`src/hdl/jfml_pkg.sv`:
```
package jfml_pkg;

	typedef logic [7:0] char_t;

	localparam char_t CH_STX   = 8'h02;
	localparam char_t CH_ETX   = 8'h03;
	localparam char_t CH_TAB   = 8'h09;
	localparam char_t CH_LF    = 8'h0A;
	localparam char_t CH_CR    = 8'h0D;
	localparam char_t CH_SPACE = 8'h20;
	localparam char_t CH_STAR  = 8'h2A;
	localparam char_t CH_ZERO  = 8'h30;
	localparam char_t CH_ONE   = 8'h31;
	localparam char_t CH_NINE  = 8'h39;
	localparam char_t CH_F     = 8'h46;
	localparam char_t CH_L     = 8'h4C;

	localparam int TOTAL_W = 14;
	localparam logic [TOTAL_W-1:0] TOTAL_RESET = 14'd8192;

	typedef enum logic [2:0] {
		ERR_NONE,
		ERR_F_TWICE,
		ERR_F_VALUE,
		ERR_FUSE_NUM,
		ERR_NUM_RANGE,
		ERR_BIT_CHAR,
		ERR_PAST_END
	} err_t;

	typedef enum logic [1:0] {
		PH_WAIT_STX,
		PH_PARSE,
		PH_DONE,
		PH_ERROR
	} phase_t;

	typedef enum logic [3:0] {
		PM_WAIT_STX,
		PM_HEADER,
		PM_FIELD,
		PM_FVAL,
		PM_LNUM,
		PM_SKIP,
		PM_LBITS,
		PM_DONE,
		PM_ERROR
	} pmode_t;

	typedef enum logic [2:0] {
		SQ_CLEAR,
		SQ_IDLE,
		SQ_EXEC,
		SQ_FILL,
		SQ_RESP
	} seq_t;

	typedef struct packed {
		phase_t      phase;
		err_t        error_code;
		logic        fuse_bit;
		logic [15:0] fuse_checksum;
	} res_t;

	function automatic logic is_space(char_t c);
		return (c == CH_SPACE) || (c == CH_TAB) || (c == CH_LF) || (c == CH_CR);
	endfunction

endpackage

```
`src/hdl/jfml_ctrl.sv`:
```
module jfml_ctrl
	import jfml_pkg::*;
#(
	parameter int MAX_FUSES = 8192
) (
	input  logic                                   clk,
	input  logic                                   arst_n,
	input  logic [TOTAL_W-1:0]                     fuse_total,
	input  logic                                   in_valid,
	output logic                                   in_ready,
	input  logic                                   cmd,
	input  logic [7:0]                             char_in,
	input  logic [12:0]                            read_address,
	input  logic                                   slot_free,
	output logic                                   res_valid,
	output res_t                                   res,
	output logic                                   ram_rd_en,
	output logic [$clog2((MAX_FUSES+7)/8)-1:0]     ram_rd_addr,
	input  logic [7:0]                             ram_rd_data,
	output logic                                   ram_wr_en,
	output logic [$clog2((MAX_FUSES+7)/8)-1:0]     ram_wr_addr,
	output logic [7:0]                             ram_wr_data
);

	localparam int ROWS  = (MAX_FUSES + 7) / 8;
	localparam int RA_W  = $clog2(ROWS);
	localparam int RC_W  = $clog2(ROWS + 1);
	localparam int PTR_W = $clog2(MAX_FUSES + 1);
	localparam int CW    = (PTR_W > TOTAL_W) ? PTR_W : TOTAL_W;

	seq_t              state_q, state_n;
	pmode_t            mode_q, mode_n;
	logic [PTR_W-1:0]  ptr_q, ptr_n;
	logic              digit_q, digit_n;
	logic              dflt_q, dflt_n;
	err_t              err_q, err_n;
	logic [15:0]       csum_q, csum_n;
	logic              bit_q, bit_n;
	logic              fill_val_q, fill_val_n;
	logic [RC_W-1:0]   cnt_q, cnt_n;
	logic              fwr_s1, fwr_n;
	logic [RC_W-1:0]   frow_s1, frow_n;

	logic              cmd_q;
	char_t             char_q;
	logic [12:0]       addr_q;

	logic              accept;
	logic [CW-1:0]     tot_ext;
	logic [PTR_W-1:0]  eff_total;
	logic [RC_W-1:0]   rows_n;
	logic [RC_W-1:0]   full_rows;
	logic [7:0]        fill_mask;
	logic [7:0]        fill_byte;
	logic [7:0]        lbit_byte;
	logic [RA_W-1:0]   ptr_row;
	logic [RA_W-1:0]   acc_row;
	logic [PTR_W+3:0]  dec_sum;
	logic [PTR_W-1:0]  dec_ptr;
	logic              c_is_bit;
	logic              c_is_digit;
	logic              addr_in_range;
	phase_t            phase_w;

	assign accept    = in_valid & in_ready;
	assign tot_ext   = CW'(fuse_total);
	assign eff_total = (tot_ext < CW'(MAX_FUSES)) ? PTR_W'(tot_ext) : PTR_W'(MAX_FUSES);
	assign rows_n    = RC_W'(({1'b0, eff_total} + (PTR_W+1)'(7)) >> 3);
	assign full_rows = RC_W'(eff_total >> 3);

	assign fill_mask = (frow_s1 < full_rows) ? 8'hFF
		: 8'((9'd1 << eff_total[2:0]) - 9'd1);
	assign fill_byte = fill_val_q ? (ram_rd_data | fill_mask) : (ram_rd_data & ~fill_mask);

	assign ptr_row   = RA_W'(ptr_q >> 3);
	assign acc_row   = cmd ? RA_W'(read_address >> 3) : ptr_row;
	assign lbit_byte = (ram_rd_data & ~(8'd1 << ptr_q[2:0]))
		| (8'(char_q[0]) << ptr_q[2:0]);

	assign dec_sum = ({4'd0, ptr_q} << 3) + ({4'd0, ptr_q} << 1)
		+ (PTR_W+4)'(char_q[3:0]);
	assign dec_ptr = (dec_sum > (PTR_W+4)'(MAX_FUSES)) ? PTR_W'(MAX_FUSES) : PTR_W'(dec_sum);

	assign c_is_bit      = (char_q == CH_ZERO) || (char_q == CH_ONE);
	assign c_is_digit    = (char_q >= CH_ZERO) && (char_q <= CH_NINE);
	assign addr_in_range = 32'(addr_q) < 32'(MAX_FUSES);

	always_comb begin
		unique case (mode_q)
			PM_WAIT_STX: phase_w = PH_WAIT_STX;
			PM_DONE:     phase_w = PH_DONE;
			PM_ERROR:    phase_w = PH_ERROR;
			default:     phase_w = PH_PARSE;
		endcase
	end

	assign res.phase         = phase_w;
	assign res.error_code    = err_q;
	assign res.fuse_bit      = bit_q;
	assign res.fuse_checksum = csum_q;

	always_comb begin
		state_n     = state_q;
		mode_n      = mode_q;
		ptr_n       = ptr_q;
		digit_n     = digit_q;
		dflt_n      = dflt_q;
		err_n       = err_q;
		csum_n      = csum_q;
		bit_n       = bit_q;
		fill_val_n  = fill_val_q;
		cnt_n       = cnt_q;
		fwr_n       = fwr_s1;
		frow_n      = frow_s1;
		in_ready    = 1'b0;
		res_valid   = 1'b0;
		ram_rd_en   = 1'b0;
		ram_rd_addr = acc_row;
		ram_wr_en   = 1'b0;
		ram_wr_addr = ptr_row;
		ram_wr_data = lbit_byte;

		unique case (state_q)
			SQ_CLEAR: begin
				ram_wr_en   = 1'b1;
				ram_wr_addr = RA_W'(cnt_q);
				ram_wr_data = 8'd0;
				if (cnt_q == RC_W'(ROWS - 1)) begin
					state_n = SQ_IDLE;
				end else begin
					cnt_n = cnt_q + RC_W'(1);
				end
			end
			SQ_IDLE: begin
				in_ready = 1'b1;
				if (in_valid) begin
					ram_rd_en = 1'b1;
					state_n   = SQ_EXEC;
				end
			end
			SQ_EXEC: begin
				state_n = SQ_RESP;
				bit_n   = 1'b0;
				if (cmd_q) begin
					bit_n = addr_in_range ? ram_rd_data[addr_q[2:0]] : 1'b0;
				end else begin
					unique case (mode_q)
						PM_WAIT_STX: begin
							if (char_q == CH_STX) begin
								mode_n = PM_HEADER;
							end
						end
						PM_HEADER, PM_SKIP: begin
							if (char_q == CH_STAR) begin
								mode_n = PM_FIELD;
							end
						end
						PM_FIELD: begin
							priority if (is_space(char_q)) begin
								mode_n = PM_FIELD;
							end else if (char_q == CH_F) begin
								if (dflt_q) begin
									mode_n = PM_ERROR;
									err_n  = ERR_F_TWICE;
								end else begin
									dflt_n = 1'b1;
									mode_n = PM_FVAL;
								end
							end else if (char_q == CH_L) begin
								ptr_n   = '0;
								digit_n = 1'b0;
								mode_n  = PM_LNUM;
							end else if (char_q == CH_ETX) begin
								mode_n = PM_DONE;
							end else begin
								mode_n = PM_SKIP;
							end
						end
						PM_FVAL: begin
							if (c_is_bit) begin
								fill_val_n = char_q[0];
								cnt_n      = '0;
								fwr_n      = 1'b0;
								mode_n     = PM_SKIP;
								state_n    = SQ_FILL;
							end else begin
								mode_n = PM_ERROR;
								err_n  = ERR_F_VALUE;
							end
						end
						PM_LNUM: begin
							priority if (c_is_digit) begin
								digit_n = 1'b1;
								ptr_n   = dec_ptr;
							end else if (is_space(char_q)) begin
								priority if (!digit_q) begin
									mode_n = PM_ERROR;
									err_n  = ERR_FUSE_NUM;
								end else if (ptr_q >= eff_total) begin
									mode_n = PM_ERROR;
									err_n  = ERR_NUM_RANGE;
								end else begin
									mode_n = PM_LBITS;
								end
							end else begin
								mode_n = PM_ERROR;
								err_n  = ERR_FUSE_NUM;
							end
						end
						PM_LBITS: begin
							priority if (is_space(char_q)) begin
								mode_n = PM_LBITS;
							end else if (c_is_bit) begin
								if (ptr_q >= eff_total) begin
									mode_n = PM_ERROR;
									err_n  = ERR_PAST_END;
								end else begin
									ram_wr_en = 1'b1;
									csum_n    = csum_q + {8'd0, lbit_byte} - {8'd0, ram_rd_data};
									ptr_n     = ptr_q + PTR_W'(1);
								end
							end else if (char_q == CH_STAR) begin
								mode_n = PM_FIELD;
							end else begin
								mode_n = PM_ERROR;
								err_n  = ERR_BIT_CHAR;
							end
						end
						default: begin
							mode_n = mode_q;
						end
					endcase
				end
			end
			SQ_FILL: begin
				if (fwr_s1) begin
					ram_wr_en   = 1'b1;
					ram_wr_addr = RA_W'(frow_s1);
					ram_wr_data = fill_byte;
					csum_n      = csum_q + {8'd0, fill_byte} - {8'd0, ram_rd_data};
				end
				if (cnt_q < rows_n) begin
					ram_rd_en   = 1'b1;
					ram_rd_addr = RA_W'(cnt_q);
					cnt_n       = cnt_q + RC_W'(1);
					fwr_n       = 1'b1;
					frow_n      = cnt_q;
				end else begin
					fwr_n = 1'b0;
					if (!fwr_s1) begin
						state_n = SQ_RESP;
					end
				end
			end
			SQ_RESP: begin
				if (slot_free) begin
					res_valid = 1'b1;
					in_ready  = 1'b1;
					if (in_valid) begin
						ram_rd_en = 1'b1;
						state_n   = SQ_EXEC;
					end else begin
						state_n = SQ_IDLE;
					end
				end
			end
			default: begin
				state_n = SQ_IDLE;
			end
		endcase
	end

	always_ff @(posedge clk or negedge arst_n) begin
		if (!arst_n) begin
			state_q <= SQ_CLEAR;
		end else begin
			state_q <= state_n;
		end
	end

	always_ff @(posedge clk or negedge arst_n) begin
		if (!arst_n) begin
			mode_q     <= PM_WAIT_STX;
			ptr_q      <= '0;
			digit_q    <= 1'b0;
			dflt_q     <= 1'b0;
			err_q      <= ERR_NONE;
			csum_q     <= '0;
			bit_q      <= 1'b0;
			fill_val_q <= 1'b0;
			cnt_q      <= '0;
			fwr_s1     <= 1'b0;
			frow_s1    <= '0;
		end else begin
			mode_q     <= mode_n;
			ptr_q      <= ptr_n;
			digit_q    <= digit_n;
			dflt_q     <= dflt_n;
			err_q      <= err_n;
			csum_q     <= csum_n;
			bit_q      <= bit_n;
			fill_val_q <= fill_val_n;
			cnt_q      <= cnt_n;
			fwr_s1     <= fwr_n;
			frow_s1    <= frow_n;
		end
	end

	// item capture on transfer
	always_ff @(posedge clk) begin
		if (accept) begin
			cmd_q  <= cmd;
			char_q <= char_in;
			addr_q <= read_address;
		end
	end

	a_rw_row: assert property (@(posedge clk) disable iff (!arst_n)
		!(ram_rd_en && ram_wr_en && (ram_rd_addr == ram_wr_addr)))
		else $error("read and write of one row in the same cycle");

	a_res_slot: assert property (@(posedge clk) disable iff (!arst_n)
		res_valid |-> slot_free)
		else $error("result issued with output register full");

	a_clear_block: assert property (@(posedge clk) disable iff (!arst_n)
		(state_q == SQ_CLEAR) |-> !in_ready)
		else $error("input taken during clearing pass");

	a_err_hold: assert property (@(posedge clk) disable iff (!arst_n)
		(mode_q == PM_ERROR) |=> ((mode_q == PM_ERROR) && $stable(err_q)))
		else $error("error state left or code changed");

	a_err_code: assert property (@(posedge clk) disable iff (!arst_n)
		(mode_q == PM_ERROR) |-> (err_q != ERR_NONE))
		else $error("error state without error code");

	a_fill_row: assert property (@(posedge clk) disable iff (!arst_n)
		((state_q == SQ_FILL) && ram_wr_en) |-> (frow_s1 < rows_n))
		else $error("fill wrote beyond the fuse count");

endmodule

```
`config.mk`:
```
export PLATFORM = sky130hd
export DESIGN_NAME = jfml_ctrl
export DESIGN_NICKNAME = d
export VERILOG_FILES = /design/src/hdl/jfml_pkg.sv /design/src/hdl/jfml_ctrl.sv
export SDC_FILE = /design/constraint.sdc
export NUM_CORES = 1
export LEC_CHECK = 0
export BUFFER_PORTS_ARGS = -buffer_cell sky130_fd_sc_hd__buf_4
export CORE_ASPECT_RATIO = 1.5
export CORE_MARGIN = 5
export CORE_UTILIZATION = 45
export DETAILED_ROUTE_END_ITERATION = 16
export GPL_TIMING_DRIVEN = 0
export SLEW_MARGIN = 5
export SYNTH_ARGS = -nofsm -noshare
export SYNTH_HDL_FRONTEND = slang
export SYNTH_SLANG_ARGS = --single-unit
```
`constraint.sdc`:
```
create_clock -name clk -period 14.3 [get_ports clk]
set_input_delay 1.43 -clock clk [delete_from_list [all_inputs] [get_ports clk]]
set_output_delay 1.43 -clock clk [all_outputs]
set_load 0.02 [all_outputs]
```
==> results of run 1 <==
==> metal layers <==
layer	global-route usage [%]	up-vias	wire length, um
met4	9.168	0	932
met1	29.32	3745	10470
met2	42.95	235	12880
met3	4.381	57	1309
li1	-	3872	-
met5	0	-	0
==> critical path: stages <==
cell      delay (ns)
buf_4           0.15
clkinv_1        0.14
clkbuf_1        0.45
nand2_1         0.23
ha_1            0.36
a22oi_1         0.07
nand2_1         0.06
a31oi_1         0.04
o31ai_1         0.31
a21o_1          0.34
nand3_1         0.16
mux2i_1         0.19
fa_1            0.54
inv_1           0.08
fa_1            0.48
a211oi_1        0.34
o21ai_0         0.17
a21o_1          0.24
a221oi_1        0.33
or4b_1          0.48
a31oi_1         0.20
xor2_1          0.17
o21ai_1         0.07
==> registers in the layout (all words and copies together), names as in the netlist <==
register,flops
addr_q,3
bit_q,1
char_q,8
cmd_q,1
cnt_q,11
csum_q,16
dflt_q,1
digit_q,1
err_q,3
fill_val_q,1
frow_s1,11
fwr_s1,1
mode_q,4
ptr_q,14
state_q,3
==> synth_stat cells (all sizes together) (6+ instances only) <==
cell type	number
a211oi	14
a21o	24
a21oi	72
a22oi	12
a31oi	19
and3	13
buf	9
clkbuf	33
dfrtp	67
edfxtp	12
fa	18
ha	94
inv	61
mux2	14
mux2i	20
nand2	106
nand2b	18
nand3	29
nand3b	7
nand4	6
nor2	77
nor2b	6
nor3	26
nor4	6
o21a	13
o21ai	77
o31ai	12
or3	9
or4	10
xnor2	18
xor2	12
==> final timing paths <==
check	cells after the start	endpoint	slack, ns
max	23	csum_q[14]$_DFFE_PN0P_	7.47
min	1	dflt_q$_DFFE_PN0P_	0.50
max reg2reg	18	csum_q[14]$_DFFE_PN0P_	9.15
min reg2reg	1	dflt_q$_DFFE_PN0P_	0.50
max in group asynchronous	1	err_q[2]$_DFFE_PN0P_	12.43
min in group asynchronous	1	cnt_q[9]$_DFFE_PN0P_	1.22
==> area by class of cell <==
cell class | count | area, sq um | share of cell area (%)
multi-input combinational | 807 | 5757 | 60.53
sequential | 79 | 2037 | 21.42
timing repair buffer | 101 | 758.2 | 7.973
buffer | 42 | 185.2 | 1.947
clock inverter | 6 | 36.28 | 0.3815
tap | 217 | 271.5 | 2.855
clock buffer | 10 | 229.0 | 2.408
inverter | 63 | 236.5 | 2.487
==> power by group <==
| group | total [W] | switching (W) | internal (W) |
|---|---|---|---|
| Sequential | 0.000460 | 0.000143 | 0.000318 |
| Combinational | 0.00162 | 0.000945 | 0.000676 |
| Clock | 0.000220 | 0.000103 | 0.000117 |
==> per-stage QoR <==
stage | cells | util, % | hold slack [ns] | total power (W) | setup WS, ns
after floorplan | 991 | - | 0.4644 | 0.001593 | 8.334
after global placement | 1309 | 51.53 | 0.4861 | 0.002064 | 7.089
after detailed placement | 1309 | 51.53 | 0.4881 | 0.002075 | 7.068
after CTS | 1325 | 53.01 | 0.5040 | 0.002307 | 7.434
after global routing | 1325 | 53.01 | 0.5264 | 0.002530 | 7.083
final | 1325 | 53.01 | 0.5040 | 0.002301 | 7.466
==> logic make-up after synthesis <==
group / synth area share, %
flops: 24.79
fa+ha+maj: 18.70
xor+xnor: 3.198
mux: 4.904
simple gates: 19.89
compound gates: 23.38
buf+inv: 5.132
==> flow_summary.json, run 1 <==
{
  "postSynthCellCount": 991,
  "antenna_found_initial": 0,
  "max-vdd-ir-drop_mv": 0.1342,
  "diodes": 0,
  "outcome": "completed",
  "synth_top_area_share_pct": 20.41,
  "drtAntennaViolNets": 0,
  "worstPathMaxFanout": 11,
  "hp-start": "dflt_q$_DFFE_PN0P_",
  "synth_area_per_cell_sq_um": 8.290,
  "final_common_cell": "nand2_1",
  "stdcell_area_sq_um": 9510,
  "clk-insertion-delay-late_ns": 0.35,
  "synth_nets": 1151,
  "cts_resized": 0,
  "core_area_sq_um": 17940,
  "ctsRootBufferMaster": "clkbuf_16",
  "cts_max_level": 3,
  "synth_seq_cells": 79,
  "ys_types": 75,
  "die_h_um": 175.5,
  "clock.fmax_ghz": 0.1463,
  "critPathRequiredTime_ns": 14.51,
  "hpwl_mm": 20.27,
  "drt_pre_antenna_iters": 5,
  "fin_crit_ns": 6.834,
  "drv_slew": 0,
  "timing_hold_violations_final": 0,
  "ys_seq_area_share_pct": 24.79,
  "cts_tree": "built",
  "synthTopCellsByArea": "dfrtp_1 (20%), ha_1 (14%), nand2_1 (4.8%), a21oi_1 (4.4%), fa_1 (4.4%)",
  "finalSetupViolations": 0,
  "slew_headroom_pct": 29.21,
  "netlist_area_sq_um": 8215,
  "grt_pass1_wl_mm": 40.91,
  "critPathCaptureType": "flip-flop",
  "numPortBuffers": 101,
  "hold_buffers": 0,
  "min_path_type": "flip-flop to flip-flop",
  "numCtsBuffers": 9,
  "start_util_pct": 45.79,
  "mostFrequentLayoutCells": "nand2_1 (106), buf_4 (103), ha_1 (94), nor2_1 (76), a21oi_1 (72)",
  "drt-total-wl_mm": 25.58,
  "finalCritPeriodShare_pct": 47.79,
  "grt_pass1_vias": 7805,
  "syn2layout_area_growth_pct": 15.76,
  "ys.flop_type": "dfrtp_1",
  "placed_area_sq_um": 9245,
  "cp_data_arrival_time_ns": 7.04,
  "die_x_um": 120.3,
  "max_cap_violations": 0,
  "fin_nets": 1263,
  "powerDensity_nw_per_um2": 242.0,
  "start_kind": "input port",
  "vias_per_cell": 5.969,
  "synth-edff-count": 12,
  "ios": 102,
  "yosysWarnings": 0,
  "vias": 7909,
  "clock_skew_ns": 0.01087,
  "crit_type": "input port to flip-flop",
  "clk_path_buf_depth": 2,
  "async_flop_share_pct": 84.81,
  "grt_overflow_total": 0,
  "grt_usage_pct": 24.32,
  "tightest_slew_ns": 1.054,
  "clk_pin_slew_ns": 0.06,
  "postCtsSetupRepairBufs": 0,
  "drc": 0,
  "p_leak_nw": 4.328,
  "avgRoutedWirePerCell_um": 19.31,
  "gp_congestion": 0.9151,
  "grt_max_degree": 68,
  "rsz0062_at_grt": "false",
  "fin_setup_tns_ns": 0,
  "die_area_sq_um": 21110,
  "fillCellCount": 1775,
  "drtIter0Drc": 578,
  "drive_above_1_share_pct": 14.17,
  "fp-row-count": 60,
  "yosys.area.top_type": "dfrtp_1",
  "r2r_start": "frow_s1[0]$_DFFE_PN0P_",
  "clock_sinks": 79,
  "critPathLaunch": "fuse_total[13]"
}
Power figures use the tool's default switching activity.
==> run 2: changes to the inputs <==
--- a/config.mk
+++ b/config.mk
@@ -5,12 +5,14 @@
 export SDC_FILE = /design/constraint.sdc
 export NUM_CORES = 1
 export LEC_CHECK = 0
+export ABC_AREA = 1
 export BUFFER_PORTS_ARGS = -buffer_cell sky130_fd_sc_hd__buf_4
 export CORE_ASPECT_RATIO = 1.5
 export CORE_MARGIN = 5
 export CORE_UTILIZATION = 45
 export DETAILED_ROUTE_END_ITERATION = 16
 export GPL_TIMING_DRIVEN = 0
+export PLACE_DENSITY = 0.66
 export SLEW_MARGIN = 5
 export SYNTH_ARGS = -nofsm -noshare
 export SYNTH_HDL_FRONTEND = slang
==> constraint.sdc (replaced) <==
create_clock -name clk -period 6.19 [get_ports clk]
set_input_delay 0.619 -clock clk [delete_from_list [all_inputs] [get_ports clk]]
set_output_delay 0.619 -clock clk [all_outputs]
set_load 0.02 [all_outputs]
==> flow_summary.json, run 2 <==
{
  "outcome": "completed",
  "gp_congestion": 0.9514,
  "numPortBuffers": 101,
  "clk_path_buf_depth": 2,
  "grt_usage_pct": 25.58,
  "max_cap_violations": 0,
  "clock_sinks": 79,
  "drive_above_1_share_pct": 17.16,
  "ios": 102,
  "die_h_um": 186.8,
  "start_kind": "input port",
  "finalCritPeriodShare_pct": 77.68,
  "min_path_type": "input port to async pin",
  "drt_pre_antenna_iters": 6,
  "final_common_cell": "nand2_1",
  "yosysMostFrequentCell": "nand2_1",
  "clock_skew_ns": 0.008132,
  "netlist_area_sq_um": 9373,
  "rsz0062_at_grt": "false",
  "max-vdd-ir-drop_mv": 0.1582,
  "numCtsBuffers": 9,
  "yosysWarnings": 0,
  "grt_max_degree": 68,
  "postCtsSetupRepairBufs": 0,
  "slew_headroom_pct": 26.19,
  "drc": 0,
  "clock.fmax_ghz": 0.2080,
  "synth-edff-count": 12,
  "syn2layout_area_growth_pct": 14.70,
  "grt_overflow_total": 0,
  "hold_buffers": 0,
  "cp_data_arrival_time_ns": 4.19,
  "start_util_pct": 45.72,
  "antenna_found_initial": 0,
  "internal-power_w": 0.001905,
  "fin_setup_tns_ns": 0,
  "ys_seq_area_share_pct": 21.73,
  "p_sw_w": 0.002164,
  "timing_hold_violations_final": 0,
  "ys_types": 61,
  "async_flop_share_pct": 84.81,
  "fin_crit_ns": 4.809,
  "ctsRootBufferMaster": "clkbuf_16",
  "r2r_start": "ptr_q[2]$_DFFE_PN0P_",
  "drtAntennaViolNets": 0,
  "clk-insertion-delay-late_ns": 0.37,
  "drv_slew": 0,
  "powerDensity_nw_per_um2": 378.5,
  "fp-row-count": 64,
  "cts_tree": "built",
  "tightest_slew_ns": 1.103,
  "finalSetupViolations": 0,
  "synth_top_area_share_pct": 17.89,
  "critPathRequiredTime_ns": 5.57,
  "ys.flop_type": "dfrtp_1",
  "p_clk_share_pct": 13.5,
  "synthTopCellsByArea": "dfrtp_1 (18%), nand2_1 (13%), ha_1 (13%), inv_1 (6.8%), o21ai_0 (5.1%)",
  "core_area_sq_um": 20500,
  "regToRegSetupSlack_ns": 1.86,
  "yosys.area.top_type": "dfrtp_1",
  "p_total_w": 0.004069,
  "die_area_sq_um": 23870,
  "synth_area_per_cell_sq_um": 6.787,
  "p_leak_nw": 5.419,
  "reg2reg_depth": 15,
  "diodes": 0,
  "postSynthCellCount": 1381,
  "cts_resized": 0,
  "grt_pass1_vias": 9411,
  "drt-total-wl_mm": 30.64,
  "p_comb_share_pct": 67.5,
  "timing.rr.end": "csum_q[14]$_DFFE_PN0P_",
  "grt_pass1_wl_mm": 48.57,
  "hpwl_mm": 25.33,
  "regMostFlops": "csum_q",
  "synth_seq_cells": 79,
  "crit_type": "input port to output port",
  "critPathCaptureType": "output port",
  "drtIter0Drc": 631,
  "p_seq_share_pct": 19.0,
  "worstPathMaxFanout": 11,
  "synth_nets": 1541,
  "vias_per_cell": 5.472,
  "largest_reg_flops": 16,
  "reg.largest.list": "csum_q (16), ptr_q (14)",
  "clk_pin_slew_ns": 0.06,
  "switching_share_pct": 53.18,
  "die_x_um": 127.8,
  "fin_nets": 1653,
  "vias": 9642,
  "synth_common_cells": "nand2_1 (322), inv_1 (169), nor2_1 (123)",
  "mostFrequentLayoutCells": "nand2_1 (322), inv_1 (169), nor2_1 (123), buf_4 (105), o21ai_0 (95)",
  "avgRoutedWirePerCell_um": 17.39,
  "cts_max_level": 3
}
[run 2: cell types whose count changed in the layout (fill, tap and decap cells not counted), moves of 25 or more]
cell and change:
inv_1 +108, nand3_1 +56, nor2_1 +47, o21ai_1 +34, o21ai_0 +25, nand2_1 +216
[run 2: per-stage QoR]
stage | instance area (sq um) | std cells | hold slack [ns] | utilization, % | setup slack, ns
3_3_place_gp | 10460 | 1746 | 0.4548 | 51.03 | 1.088
4_1_cts | 10750 | 1762 | 0.4219 | 52.44 | 1.384
5_1_grt | 10750 | 1762 | 0.4181 | 52.44 | 1.066
6_report | 10750 | 1762 | 0.4092 | 52.44 | 1.381
2_1_floorplan | 9373 | 1381 | 0.3234 | - | 2.276
3_5_place_dp | 10460 | 1746 | 0.4591 | 51.03 | 1.123
[run 2: logic make-up (layout without fill, tap and decap cells)]
logic type / after synthesis / after routing / share of synthesized area, %
fa+ha+maj: 112 / 112 / 16.39
buf+inv: 232 / 349 / 10.27
xor+xnor: 25 / 25 / 2.336
mux: 2 / 2 / 0.2136
simple gates: 642 / 642 / 31.28
flops: 79 / 79 / 21.73
compound gates: 289 / 289 / 17.78
[run 2: cell type report]
class	instances	area (sq um)
buffer	37	226.5
clock buffer	9	225.2
clock inverter	7	63.81
fill	2162	9749
inverter	195	735.7
multi-input combinational	1070	6374
sequential	79	2037
tap	264	330.3
timing repair buffer	101	758.2
[run 2: how the worst max path moves through the flow]
stage,start,end,slack [ns],cells after the start
final,fuse_total[13],ram_rd_addr[1],1.38,22
after CTS,fuse_total[13],ram_rd_addr[1],1.38,21
after global placement,fuse_total[13],csum_q[8]$_DFFE_PN0P_,1.09,25
after floorplan,fuse_total[13],csum_q[8]$_DFFE_PN0P_,2.28,23
after global routing,fuse_total[13],csum_q[8]$_DFFE_PN0P_,1.07,24
after detailed placement,fuse_total[13],csum_q[8]$_DFFE_PN0P_,1.12,26
[run 2: layer usage]
layer  vias up  part of all wire [%]  track usage [%]
met2       277                    53            47.68
met4         0                   4.7            12.17
met1      4488                    38            27.91
li1       4796                     -                -
met3        81                   4.0            3.404
met5         -                     0                0
[run 2: power groups by stage]
| stage | Clock (W) | Sequential [W] | Combinational, W |
|---|---|---|---|
| floorplan | 0 | 0.000805 | 0.00183 |
| global placement | 0 | 0.000781 | 0.00270 |
| detailed placement | 0 | 0.000780 | 0.00271 |
| CTS | 0.000557 | 0.000771 | 0.00273 |
| global route | 0.000574 | 0.000787 | 0.00303 |
| finish | 0.000550 | 0.000772 | 0.00275 |
[run 2: worst max-delay path, cell delays in order]
cell	delay (ns)
buf_4	0.13
inv_2	0.11
buf_4	0.23
nand2_1	0.22
nor2_1	0.17
nand2_1	0.13
inv_2	0.09
nand4_4	0.10
inv_2	0.06
nand2_1	0.09
nor2_2	0.13
xor2_1	0.16
ha_1	0.26
nand4_1	0.12
a21oi_1	0.07
nor4_1	0.37
nand3_2	0.32
inv_2	0.13
buf_4	0.18
nand2_1	0.10
o21ai_1	0.19
buf_4	0.20
